### config.mk
export PLATFORM = sky130hd
export DESIGN_NAME = line_substring_matcher_flat
export DESIGN_NICKNAME = d
export VERILOG_FILES = /design/src/hw/rtl/lsm_pkg.sv /design/src/hw/rtl/lsm_if.sv /design/src/hw/rtl/lsm_cfg_regs.sv /design/src/hw/rtl/lsm_match_core.sv /design/src/hw/rtl/line_substring_matcher.sv /design/src/flat_wrapper.sv
export SDC_FILE = /design/constraint.sdc
export NUM_CORES = 1
export LEC_CHECK = 0
export BUFFER_PORTS_ARGS = -buffer_cell sky130_fd_sc_hd__buf_4
export CAP_MARGIN = 10
export CORE_MARGIN = 5
export CORE_UTILIZATION = 40
export DETAILED_ROUTE_END_ITERATION = 6
export PLACE_DENSITY_LB_ADDON = 0.25
export REMOVE_ABC_BUFFERS = 1
export SYNTH_ARGS = -nofsm -noshare
export SYNTH_HDL_FRONTEND = slang
export SYNTH_SLANG_ARGS = --single-unit
### constraint.sdc
create_clock -name clock -period 8.23 [get_ports clock]
set_input_delay 2.469 -clock clock [delete_from_list [all_inputs] [get_ports clock]]
set_output_delay 2.469 -clock clock [all_outputs]
set_load 0.02 [all_outputs]
### src/hw/rtl/lsm_pkg.sv
// ----------------------------------------------------------------------------
// lsm_pkg: shared types and constants of the line substring matcher
// Register indexes, payload widths, the configuration view handed to the
// match core, the result word and the ascii case fold.
// ----------------------------------------------------------------------------
`default_nettype none

package lsm_pkg;

   localparam int unsigned PATTERN_BYTES    = 32;
   localparam int unsigned PATTERN_LEN_BITS = 6;
   localparam int unsigned CSR_INDEX_BITS   = 3;
   localparam int unsigned CSR_DATA_BITS    = 64;
   localparam int unsigned LINE_INDEX_BITS  = 32;
   localparam int unsigned KEPT_LENGTH_BITS = 9;

   localparam logic [7:0] NEWLINE_CHAR = 8'h0A;
   localparam logic [7:0] UPPER_A_CHAR = 8'h41;
   localparam logic [7:0] UPPER_Z_CHAR = 8'h5A;
   localparam logic [7:0] CASE_OFFSET  = 8'h20;

   typedef enum logic [CSR_INDEX_BITS-1:0] {
      REG_PATTERN_A  = 3'd0,
      REG_PATTERN_B  = 3'd1,
      REG_PATTERN_C  = 3'd2,
      REG_PATTERN_D  = 3'd3,
      REG_PATTERN_LEN = 3'd4,
      REG_FOLD_CASE  = 3'd5
   } csr_index_type;

   typedef struct packed {
      logic [PATTERN_BYTES-1:0][7:0] pattern;   // already case folded
      logic [PATTERN_LEN_BITS-1:0]   used_len;  // clipped to the vector size
      logic                          fold_case;
   } cfg_type;

   typedef struct packed {
      logic                        line_matched;
      logic [LINE_INDEX_BITS-1:0]  line_index;
      logic [KEPT_LENGTH_BITS-1:0] kept_length;
   } rsp_word_type;

   function automatic logic [7:0] fold_char(input logic [7:0] c, input logic enable);
      logic [7:0] r;
      r = c;
      if (enable && (c >= UPPER_A_CHAR) && (c <= UPPER_Z_CHAR)) begin
         r = c + CASE_OFFSET;
      end
      return r;
   endfunction

endpackage

`default_nettype wire

### src/hw/rtl/lsm_if.sv
// ----------------------------------------------------------------------------
// lsm_if: channel interfaces of the line substring matcher
// Byte words in, line result words out, and the register write channel.
// ----------------------------------------------------------------------------
`default_nettype none

interface lsm_req_if;
   logic       valid;
   logic       ready;
   logic [7:0] data_byte;
   logic       end_of_file;

   modport source (output valid, output data_byte, output end_of_file, input ready);
   modport sink   (input valid, input data_byte, input end_of_file, output ready);
endinterface

interface lsm_rsp_if;
   logic                                valid;
   logic                                ready;
   logic                                line_matched;
   logic [lsm_pkg::LINE_INDEX_BITS-1:0]  line_index;
   logic [lsm_pkg::KEPT_LENGTH_BITS-1:0] kept_length;

   modport source (output valid, output line_matched, output line_index,
                   output kept_length, input ready);
   modport sink   (input valid, input line_matched, input line_index,
                   input kept_length, output ready);
endinterface

interface lsm_csr_if;
   logic                               valid;
   logic                               ready;
   logic [lsm_pkg::CSR_INDEX_BITS-1:0] reg_index;
   logic [lsm_pkg::CSR_DATA_BITS-1:0]  write_data;

   modport source (output valid, output reg_index, output write_data, input ready);
   modport sink   (input valid, input reg_index, input write_data, output ready);
endinterface

`default_nettype wire

### src/hw/rtl/lsm_cfg_regs.sv
// ----------------------------------------------------------------------------
// lsm_cfg_regs: configuration registers
// Holds pattern, length and fold flag; presents the folded pattern and the
// clipped length to the match core.
// ----------------------------------------------------------------------------
`default_nettype none

module lsm_cfg_regs #(
   parameter int unsigned MAX_PATTERN = 32
) (
   input  wire                                  clock,
   input  wire                                  reset,
   input  wire                                  wr_en,
   input  wire [lsm_pkg::CSR_INDEX_BITS-1:0]    wr_index,
   input  wire [lsm_pkg::CSR_DATA_BITS-1:0]     wr_data,
   output lsm_pkg::cfg_type                     cfg
);

   logic [3:0][lsm_pkg::CSR_DATA_BITS-1:0]   pattern_ff;
   logic [lsm_pkg::PATTERN_LEN_BITS-1:0]     length_ff;
   logic                                     fold_ff;

   always_ff @(posedge clock) begin
      if (reset) begin
         pattern_ff <= '0;
         length_ff  <= '0;
         fold_ff    <= 1'b0;
      end else if (wr_en) begin
         unique case (wr_index)
            lsm_pkg::REG_PATTERN_A:   pattern_ff[0] <= wr_data;
            lsm_pkg::REG_PATTERN_B:   pattern_ff[1] <= wr_data;
            lsm_pkg::REG_PATTERN_C:   pattern_ff[2] <= wr_data;
            lsm_pkg::REG_PATTERN_D:   pattern_ff[3] <= wr_data;
            lsm_pkg::REG_PATTERN_LEN: length_ff <= wr_data[lsm_pkg::PATTERN_LEN_BITS-1:0];
            lsm_pkg::REG_FOLD_CASE:   fold_ff <= wr_data[0];
            default: ;
         endcase
      end
   end

   always_comb begin
      for (int b = 0; b < lsm_pkg::PATTERN_BYTES; b++) begin
         cfg.pattern[b] = lsm_pkg::fold_char(pattern_ff[b/8][(b%8)*8 +: 8], fold_ff);
      end
      // lengths beyond the match vector are clipped
      if ({1'b0, length_ff} > 7'(MAX_PATTERN)) begin
         cfg.used_len = lsm_pkg::PATTERN_LEN_BITS'(MAX_PATTERN);
      end else begin
         cfg.used_len = length_ff;
      end
      cfg.fold_case = fold_ff;
   end

endmodule

`default_nettype wire

### src/hw/rtl/lsm_match_core.sv
// ----------------------------------------------------------------------------
// lsm_match_core: per-line shift-and matcher
// Keeps the line state and updates it once per byte; flags a result word
// at a newline or at the end of a nonempty unterminated last line.
// ----------------------------------------------------------------------------
`default_nettype none

module lsm_match_core #(
   parameter int unsigned MAX_PATTERN      = 32,
   parameter int unsigned LINE_STORE       = 512,
   parameter int unsigned LINE_NUMBER_BITS = 32
) (
   input  wire                     clock,
   input  wire                     reset,
   input  wire                     step,
   input  wire [7:0]               data_byte,
   input  wire                     end_of_file,
   input  lsm_pkg::cfg_type        cfg,
   output logic                    emit,
   output lsm_pkg::rsp_word_type   result
);

   localparam int unsigned KEPT_W = $clog2(LINE_STORE);
   localparam logic [KEPT_W-1:0] KEPT_MAX = KEPT_W'(LINE_STORE - 1);
   localparam logic [LINE_NUMBER_BITS-1:0] LINE_MAX = {LINE_NUMBER_BITS{1'b1}};
   localparam logic [LINE_NUMBER_BITS-1:0] LINE_FIRST = LINE_NUMBER_BITS'(1);

   logic [MAX_PATTERN-1:0]       vec_ff, vec_in;
   logic                         found_ff, found_in;
   logic [KEPT_W-1:0]            kept_ff, kept_in;
   logic [LINE_NUMBER_BITS-1:0]  line_ff, line_in;

   logic [7:0]             fc;
   logic                   is_nl;
   logic                   keep;
   logic [MAX_PATTERN-1:0] eq;
   logic [MAX_PATTERN-1:0] tap;
   logic [MAX_PATTERN-1:0] vec_next;
   logic                   found_k;
   logic [KEPT_W-1:0]      kept_k;
   logic [KEPT_W+lsm_pkg::KEPT_LENGTH_BITS-1:0]          kept_wide;
   logic [LINE_NUMBER_BITS+lsm_pkg::LINE_INDEX_BITS-1:0] line_wide;

   assign fc    = lsm_pkg::fold_char(data_byte, cfg.fold_case);
   assign is_nl = (data_byte == lsm_pkg::NEWLINE_CHAR);
   assign keep  = !is_nl && (kept_ff < KEPT_MAX);

   for (genvar k = 0; k < MAX_PATTERN; k++) begin : g_lane
      logic [7:0] pbyte;
      if (k < lsm_pkg::PATTERN_BYTES) begin : g_stored
         assign pbyte = cfg.pattern[k];
      end else begin : g_zero
         assign pbyte = 8'h00;
      end
      assign eq[k]  = ({1'b0, cfg.used_len} > 7'(k)) && (pbyte == fc);
      assign tap[k] = ({1'b0, cfg.used_len} == 7'(k + 1));
   end

   assign vec_next = ((vec_ff << 1) | MAX_PATTERN'(1)) & eq;
   assign found_k  = found_ff || (keep && |(vec_next & tap));
   assign kept_k   = kept_ff + KEPT_W'(keep);

   assign kept_wide = {{lsm_pkg::KEPT_LENGTH_BITS{1'b0}}, kept_k};
   assign line_wide = {{lsm_pkg::LINE_INDEX_BITS{1'b0}}, line_ff};

   always_comb begin
      emit = is_nl || (end_of_file && (kept_k != '0));
      // empty pattern: any nonempty line matches
      result.line_matched = (cfg.used_len == '0) ? (kept_k != '0) : found_k;
      result.line_index   = line_wide[lsm_pkg::LINE_INDEX_BITS-1:0];
      result.kept_length  = kept_wide[lsm_pkg::KEPT_LENGTH_BITS-1:0];

      vec_in   = keep ? vec_next : vec_ff;
      found_in = found_k;
      kept_in  = kept_k;
      line_in  = line_ff;
      if (is_nl || end_of_file) begin
         vec_in   = '0;
         found_in = 1'b0;
         kept_in  = '0;
      end
      if (end_of_file) begin
         line_in = LINE_FIRST;
      end else if (is_nl && (line_ff != LINE_MAX)) begin
         line_in = line_ff + LINE_FIRST;
      end
   end

   always_ff @(posedge clock) begin
      if (reset) begin
         vec_ff   <= '0;
         found_ff <= 1'b0;
         kept_ff  <= '0;
         line_ff  <= LINE_FIRST;
      end else if (step) begin
         vec_ff   <= vec_in;
         found_ff <= found_in;
         kept_ff  <= kept_in;
         line_ff  <= line_in;
      end
   end

`ifndef SYNTHESIS
   a_eof_restarts: assert property (@(posedge clock) disable iff (reset)
      step && end_of_file |=> (line_ff == LINE_FIRST) && (kept_ff == '0) && !found_ff)
      else $error("end of file did not restart line state");

   a_kept_clips: assert property (@(posedge clock) disable iff (reset)
      step && !is_nl && !end_of_file && (kept_ff == KEPT_MAX) |=> kept_ff == KEPT_MAX)
      else $error("kept count moved past the line store limit");

   a_line_never_zero: assert property (@(posedge clock) disable iff (reset)
      line_ff != '0)
      else $error("line counter wrapped to zero");
`endif

endmodule

`default_nettype wire

### src/hw/rtl/line_substring_matcher.sv
// ----------------------------------------------------------------------------
// line_substring_matcher: fixed-string grep over a byte stream
// Splits the stream into lines and reports per line whether the pattern
// occurs, with the line number and the number of bytes kept.
// ----------------------------------------------------------------------------
// Throughput is one byte word per clock sustained while the result slot is
// free or drained. One result word is given for every finished line: at a
// newline byte, or at a byte flagged end_of_file that leaves a nonempty
// unterminated line. An accepted byte waits in the input register; its result
// word then goes to the result register. The shift-and vector, found flag and
// kept count are updated once per byte, and an end_of_file byte restarts line
// numbering at 1. Pattern and options go through the csr channel (always
// ready); the user must write them only while the block is idle, which the
// block does not enforce. The pattern is up to 32 bytes; A-Z folding is optional.
`default_nettype none

module line_substring_matcher #(
   parameter int unsigned MAX_PATTERN      = 32,
   parameter int unsigned LINE_STORE       = 512,
   parameter int unsigned LINE_NUMBER_BITS = 32
) (
   input  wire           clock,
   input  wire           reset,
   lsm_req_if.sink       req_bus,
   lsm_rsp_if.source     rsp_bus,
   lsm_csr_if.sink       csr_bus
);

   // input register
   logic       in_valid_ff;
   logic [7:0] in_byte_ff;
   logic       in_eof_ff;

   // result register
   logic                  rsp_valid_ff;
   lsm_pkg::rsp_word_type rsp_word_ff;

   lsm_pkg::cfg_type      cfg;
   lsm_pkg::rsp_word_type result;
   logic                  emit;
   logic                  advance;

   // the held byte moves on when the result slot is free or being drained
   assign advance       = in_valid_ff && (!rsp_valid_ff || rsp_bus.ready);
   assign req_bus.ready = !in_valid_ff || advance;
   assign csr_bus.ready = 1'b1;

   lsm_cfg_regs #(
      .MAX_PATTERN (MAX_PATTERN)
   ) u_cfg (
      .clock    (clock),
      .reset    (reset),
      .wr_en    (csr_bus.valid),
      .wr_index (csr_bus.reg_index),
      .wr_data  (csr_bus.write_data),
      .cfg      (cfg)
   );

   lsm_match_core #(
      .MAX_PATTERN      (MAX_PATTERN),
      .LINE_STORE       (LINE_STORE),
      .LINE_NUMBER_BITS (LINE_NUMBER_BITS)
   ) u_core (
      .clock       (clock),
      .reset       (reset),
      .step        (advance),
      .data_byte   (in_byte_ff),
      .end_of_file (in_eof_ff),
      .cfg         (cfg),
      .emit        (emit),
      .result      (result)
   );

   // input stage: capture a word whenever the stage is empty or moving on
   always_ff @(posedge clock) begin
      if (reset) begin
         in_valid_ff <= 1'b0;
      end else if (req_bus.ready) begin
         in_valid_ff <= req_bus.valid;
      end
   end

   always_ff @(posedge clock) begin
      if (req_bus.valid && req_bus.ready) begin
         in_byte_ff <= req_bus.data_byte;
         in_eof_ff  <= req_bus.end_of_file;
      end
   end

   // result stage: a byte that ends no line still frees the slot if drained
   always_ff @(posedge clock) begin
      if (reset) begin
         rsp_valid_ff <= 1'b0;
      end else if (advance) begin
         rsp_valid_ff <= emit;
      end else if (rsp_bus.ready) begin
         rsp_valid_ff <= 1'b0;
      end
   end

   always_ff @(posedge clock) begin
      if (advance && emit) begin
         rsp_word_ff <= result;
      end
   end

   assign rsp_bus.valid        = rsp_valid_ff;
   assign rsp_bus.line_matched = rsp_word_ff.line_matched;
   assign rsp_bus.line_index   = rsp_word_ff.line_index;
   assign rsp_bus.kept_length  = rsp_word_ff.kept_length;

`ifndef SYNTHESIS
   a_accept_loads: assert property (@(posedge clock) disable iff (reset)
      req_bus.valid && req_bus.ready |=> in_valid_ff)
      else $error("accepted word not held in the input stage");

   a_stall_holds: assert property (@(posedge clock) disable iff (reset)
      in_valid_ff && !advance |=> in_valid_ff && $stable(in_byte_ff) && $stable(in_eof_ff))
      else $error("stalled input word changed");

   a_no_overwrite: assert property (@(posedge clock) disable iff (reset)
      rsp_valid_ff && !rsp_bus.ready |=> rsp_valid_ff && $stable(rsp_word_ff))
      else $error("pending result overwritten");
`endif

endmodule

`default_nettype wire

### src/flat_wrapper.sv
// flat-port wrapper written by rule: the top's interface ports become plain ports
module line_substring_matcher_flat 
#(
   parameter int unsigned MAX_PATTERN      = 32,
   parameter int unsigned LINE_STORE       = 512,
   parameter int unsigned LINE_NUMBER_BITS = 32
)
  (clock, reset, req_bus_valid, req_bus_data_byte, req_bus_end_of_file, req_bus_ready, rsp_bus_valid, rsp_bus_line_matched, rsp_bus_line_index, rsp_bus_kept_length, rsp_bus_ready, csr_bus_valid, csr_bus_reg_index, csr_bus_write_data, csr_bus_ready);
  lsm_req_if req_bus_i ();
  lsm_rsp_if rsp_bus_i ();
  lsm_csr_if csr_bus_i ();
  input  wire clock;
  input  wire reset;
  input wire logic [$bits(req_bus_i.valid)-1:0] req_bus_valid;
  input wire logic [$bits(req_bus_i.data_byte)-1:0] req_bus_data_byte;
  input wire logic [$bits(req_bus_i.end_of_file)-1:0] req_bus_end_of_file;
  output wire logic [$bits(req_bus_i.ready)-1:0] req_bus_ready;
  output wire logic [$bits(rsp_bus_i.valid)-1:0] rsp_bus_valid;
  output wire logic [$bits(rsp_bus_i.line_matched)-1:0] rsp_bus_line_matched;
  output wire logic [$bits(rsp_bus_i.line_index)-1:0] rsp_bus_line_index;
  output wire logic [$bits(rsp_bus_i.kept_length)-1:0] rsp_bus_kept_length;
  input wire logic [$bits(rsp_bus_i.ready)-1:0] rsp_bus_ready;
  input wire logic [$bits(csr_bus_i.valid)-1:0] csr_bus_valid;
  input wire logic [$bits(csr_bus_i.reg_index)-1:0] csr_bus_reg_index;
  input wire logic [$bits(csr_bus_i.write_data)-1:0] csr_bus_write_data;
  output wire logic [$bits(csr_bus_i.ready)-1:0] csr_bus_ready;
  assign req_bus_i.valid = req_bus_valid;
  assign req_bus_i.data_byte = req_bus_data_byte;
  assign req_bus_i.end_of_file = req_bus_end_of_file;
  assign req_bus_ready = req_bus_i.ready;
  assign rsp_bus_valid = rsp_bus_i.valid;
  assign rsp_bus_line_matched = rsp_bus_i.line_matched;
  assign rsp_bus_line_index = rsp_bus_i.line_index;
  assign rsp_bus_kept_length = rsp_bus_i.kept_length;
  assign rsp_bus_i.ready = rsp_bus_ready;
  assign csr_bus_i.valid = csr_bus_valid;
  assign csr_bus_i.reg_index = csr_bus_reg_index;
  assign csr_bus_i.write_data = csr_bus_write_data;
  assign csr_bus_ready = csr_bus_i.ready;
  line_substring_matcher #(.MAX_PATTERN(MAX_PATTERN), .LINE_STORE(LINE_STORE), .LINE_NUMBER_BITS(LINE_NUMBER_BITS)) u_core (.clock(clock), .reset(reset), .req_bus(req_bus_i), .rsp_bus(rsp_bus_i), .csr_bus(csr_bus_i));
endmodule
==> results.yml <==
grt:
  grt-ovfl-total: 0
  antenna_found_initial: 1
  track_usage_pct: 21.6
  grt_pass1_wl_um: 98000
  grt_pass1_vias: 17500
  grt_max_degree: 156
cts:
  cts_tree: "yes"
  htreeDepth: 2
  clk_pin_slew_ps: 60
  numCtsBuffers: 43
  insertion_delay_ps: 590
  cts_buffer_depth: 3
  cts_setup_buffers: 0
  clock-sinks: 389
  ctsResizeCount: 0
  hold_buffers: 0
  cts-root-buf: "clkbuf_16"
timing:
  setup_viol: 0
  fin_crit_ps: 5410
  finalCritPeriodShare_pct: 65.7
  tightest_slew_ps: 1050
  slew_viol_final: 0
  rsz0062_at_grt: "false"
  layout_setup_ws_ps: 2820
  hold_viol: 0
  slew_headroom_pct: 29.2
  fin_setup_tns_ps: 0
  holdWs_ps: 458
  clock_skew_ps: 15.2
  clock.fmax_ghz: 0.185
placed_design:
  hpwl_um: 41000
  io_buffers: 124
  dp_slack_ps: 2820
  post_dp_cell_area_um2: 21700
  gp_congestion: 0.922
critical_path:
  worstSetupEndpointType: "output port"
  critPathKind: "input port to output port"
  critPathSlowestCell: "nand3b_1"
  critPathMaxFanout: 3
  critical_path_buf_inv_count: 2
  cp-start-kind: "input port"
  cpLargestDelayFamily: "buffers and inverters"
  cp.arrival_ps: 2940
  cp_slowest_stage_delay_ps: 180
  worstPathRequired_ps: 5760
  cpMostUsedCell: "buf_4"
  cp_cell_sequence: "buf_4 -> nand3b_1 -> buf_4"
routing:
  drtIter0Drc: 1478
  wl_per_cell_um: 18.9
  drt-total-wl_um: 62900
  vias_per_cell: 5.60
  drc: 0
  vias: 18600
  first_pass_iters: 6
  ant_nets: 0
synthesis:
  synthSimpleGateAreaFrac_pct: 24.2
  ys_async_sr_fraction_pct: 0
  synth_area_um2: 20400
  synthXorXnorAreaFrac_pct: 12.0
  ys_seq_area_share_pct: 40.7
  synth_enable_flop_cells: 51
  synth_fa_ha_area_share_pct: 2.21
  synth_top_family_by_area: "simple AND/OR/NAND/NOR gates"
  avgSynthCellArea_um2: 7.92
  synth_top_area_cell: "dfxtp_1"
  ys_top_cells_by_area: "dfxtp_1 (33%), nand2_1 (12%), a21oi_1 (8.0%)"
  ys_ff_latch: 389
  synthMuxAreaShare_pct: 0.405
  syn_inst: 2573
  ys_types: 77
  synth_top_area_share_pct: 33.2
  synth_compound_area_share_pct: 16.0
  synthFlopType: "dfxtp_1"
  synth_warnings: 0
layout:
  multi_input_area_um2: 11200
  area_growth_syn_to_layout_pct: 13.5
  fill_cells: 4957
  layout_commonest_cell: "nand2_1"
  final_nets: 2731
  layout_common_cells: "nand2_1 (644), dfxtp_1 (338), a21oi_1 (327)"
  regArea_um2: 8300
  diodes: 0
  drive_gt1_share_pct: 9.63
  stdcell_area_um2: 23100
power:
  vdd_drop_max_mv: 0.143
  cellPowerDensity_nw_per_um2: 185
  p_leak_nw: 8.00
die:
  ioPinCount: 126
  coreArea_um2: 50300
  die-area_um2: 55600
  die_x_um: 236
  rows: 82
  die_y_um: 236
  start_util_pct: 40.5
job:
  maxCapViolCount: 0
worst_hold_path:
  hold_path.class: "register to register"
outcome:
  status: "complete, no violations"
[sequential cells by signal (all words and copies together), names as in the netlist, 6 cells and up]
| name | count |
|---|---|
| u_core.rsp_bus.line_index | 32 |
| u_core.rsp_bus.kept_length | 9 |
| u_core.u_core.kept_ff | 9 |
| u_core.u_core.line_ff | 32 |
| u_core.u_cfg.pattern_ff | 256 |
| u_core.u_core.vec_ff | 31 |
| u_core.u_cfg.length_ff | 6 |
| u_core.in_byte_ff | 8 |
[metal layers]
metal,part of all wire [%],GRT usage [%]
met3,6.8,3.83
met2,47,35.5
met1,43,29.1
met5,0.032,0
met4,3.3,6.97
[worst min-delay path, cell delays in order, from the launching register on]
cell and delay [ps]:
dfxtp_1 310, nand2_1 50, o21ai_1 50
[synthesized netlist by cell type, types with 10 or more instances]
cell type  number
or4_1          41
a31oi_1        11
nand3_1        40
a21oi_1       327
nor4_1         33
o41ai_1        43
edfxtp_1       51
nor2b_1        11
clkbuf_1      112
xnor2_1       164
nand2_1       645
and3_1         12
xor2_1        115
buf_4          10
inv_1          72
o31ai_1        23
o21ai_0        50
nand4_1        47
nor2_1        142
a22oi_1        15
buf_2          20
or3_1          34
nor3_1         41
dfxtp_1       338
ha_1           36
[kinds of logic after synthesis]
kind of cell / Yosys count
AOI/OAI and AO/OA: 540
xor gates and xnor gates: 279
adders and majority gates: 36
buffers and inverters: 222
DFF: 389
muxes: 8
other: 1
and+or+nand+nor: 1098
[where the power goes]
part           leakage [nW]  internal [mW]  switching, mW
Clock                 0.675           1.08          0.833
Sequential             3.26           1.95         0.0380
Combinational          4.06          0.137          0.244
Total                  8.00           3.17           1.11
[metrics by stage]
step / instances / utilization [%] / power [mW]
after floorplan: 2423 / - / 2.24
after global placement: 3241 / 43.3 / 2.40
after detailed placement: 3241 / 43.3 / 2.41
after CTS: 3319 / 46.0 / 4.32
after global routing: 3319 / 46.0 / 4.45
final: 3319 / 46.0 / 4.28
[layout make-up]
class	count	share of cell area [%]
well taps	672	3.63
repair buffers	146	4.82
multi-input cells	1962	48.5
inverters	72	1.17
flip-flops and latches	389	35.9
clock inverters	19	0.730
clock buffers	59	5.26
[worst paths after layout]
check,startpoint,to,slack [ps],depth (start not counted)
worst max-delay path,rsp_bus_ready,req_bus_ready,2820,3
worst min-delay path,u_core.u_core.found_ff,u_core.u_core.found_ff,460,2
worst min register to register,u_core.u_core.found_ff,u_core.u_core.found_ff,460,2
worst max register to register,u_core.in_byte_ff[0],u_core.rsp_bus.line_matched,3790,12
Note: power is estimated with default switching activity, not from simulation.
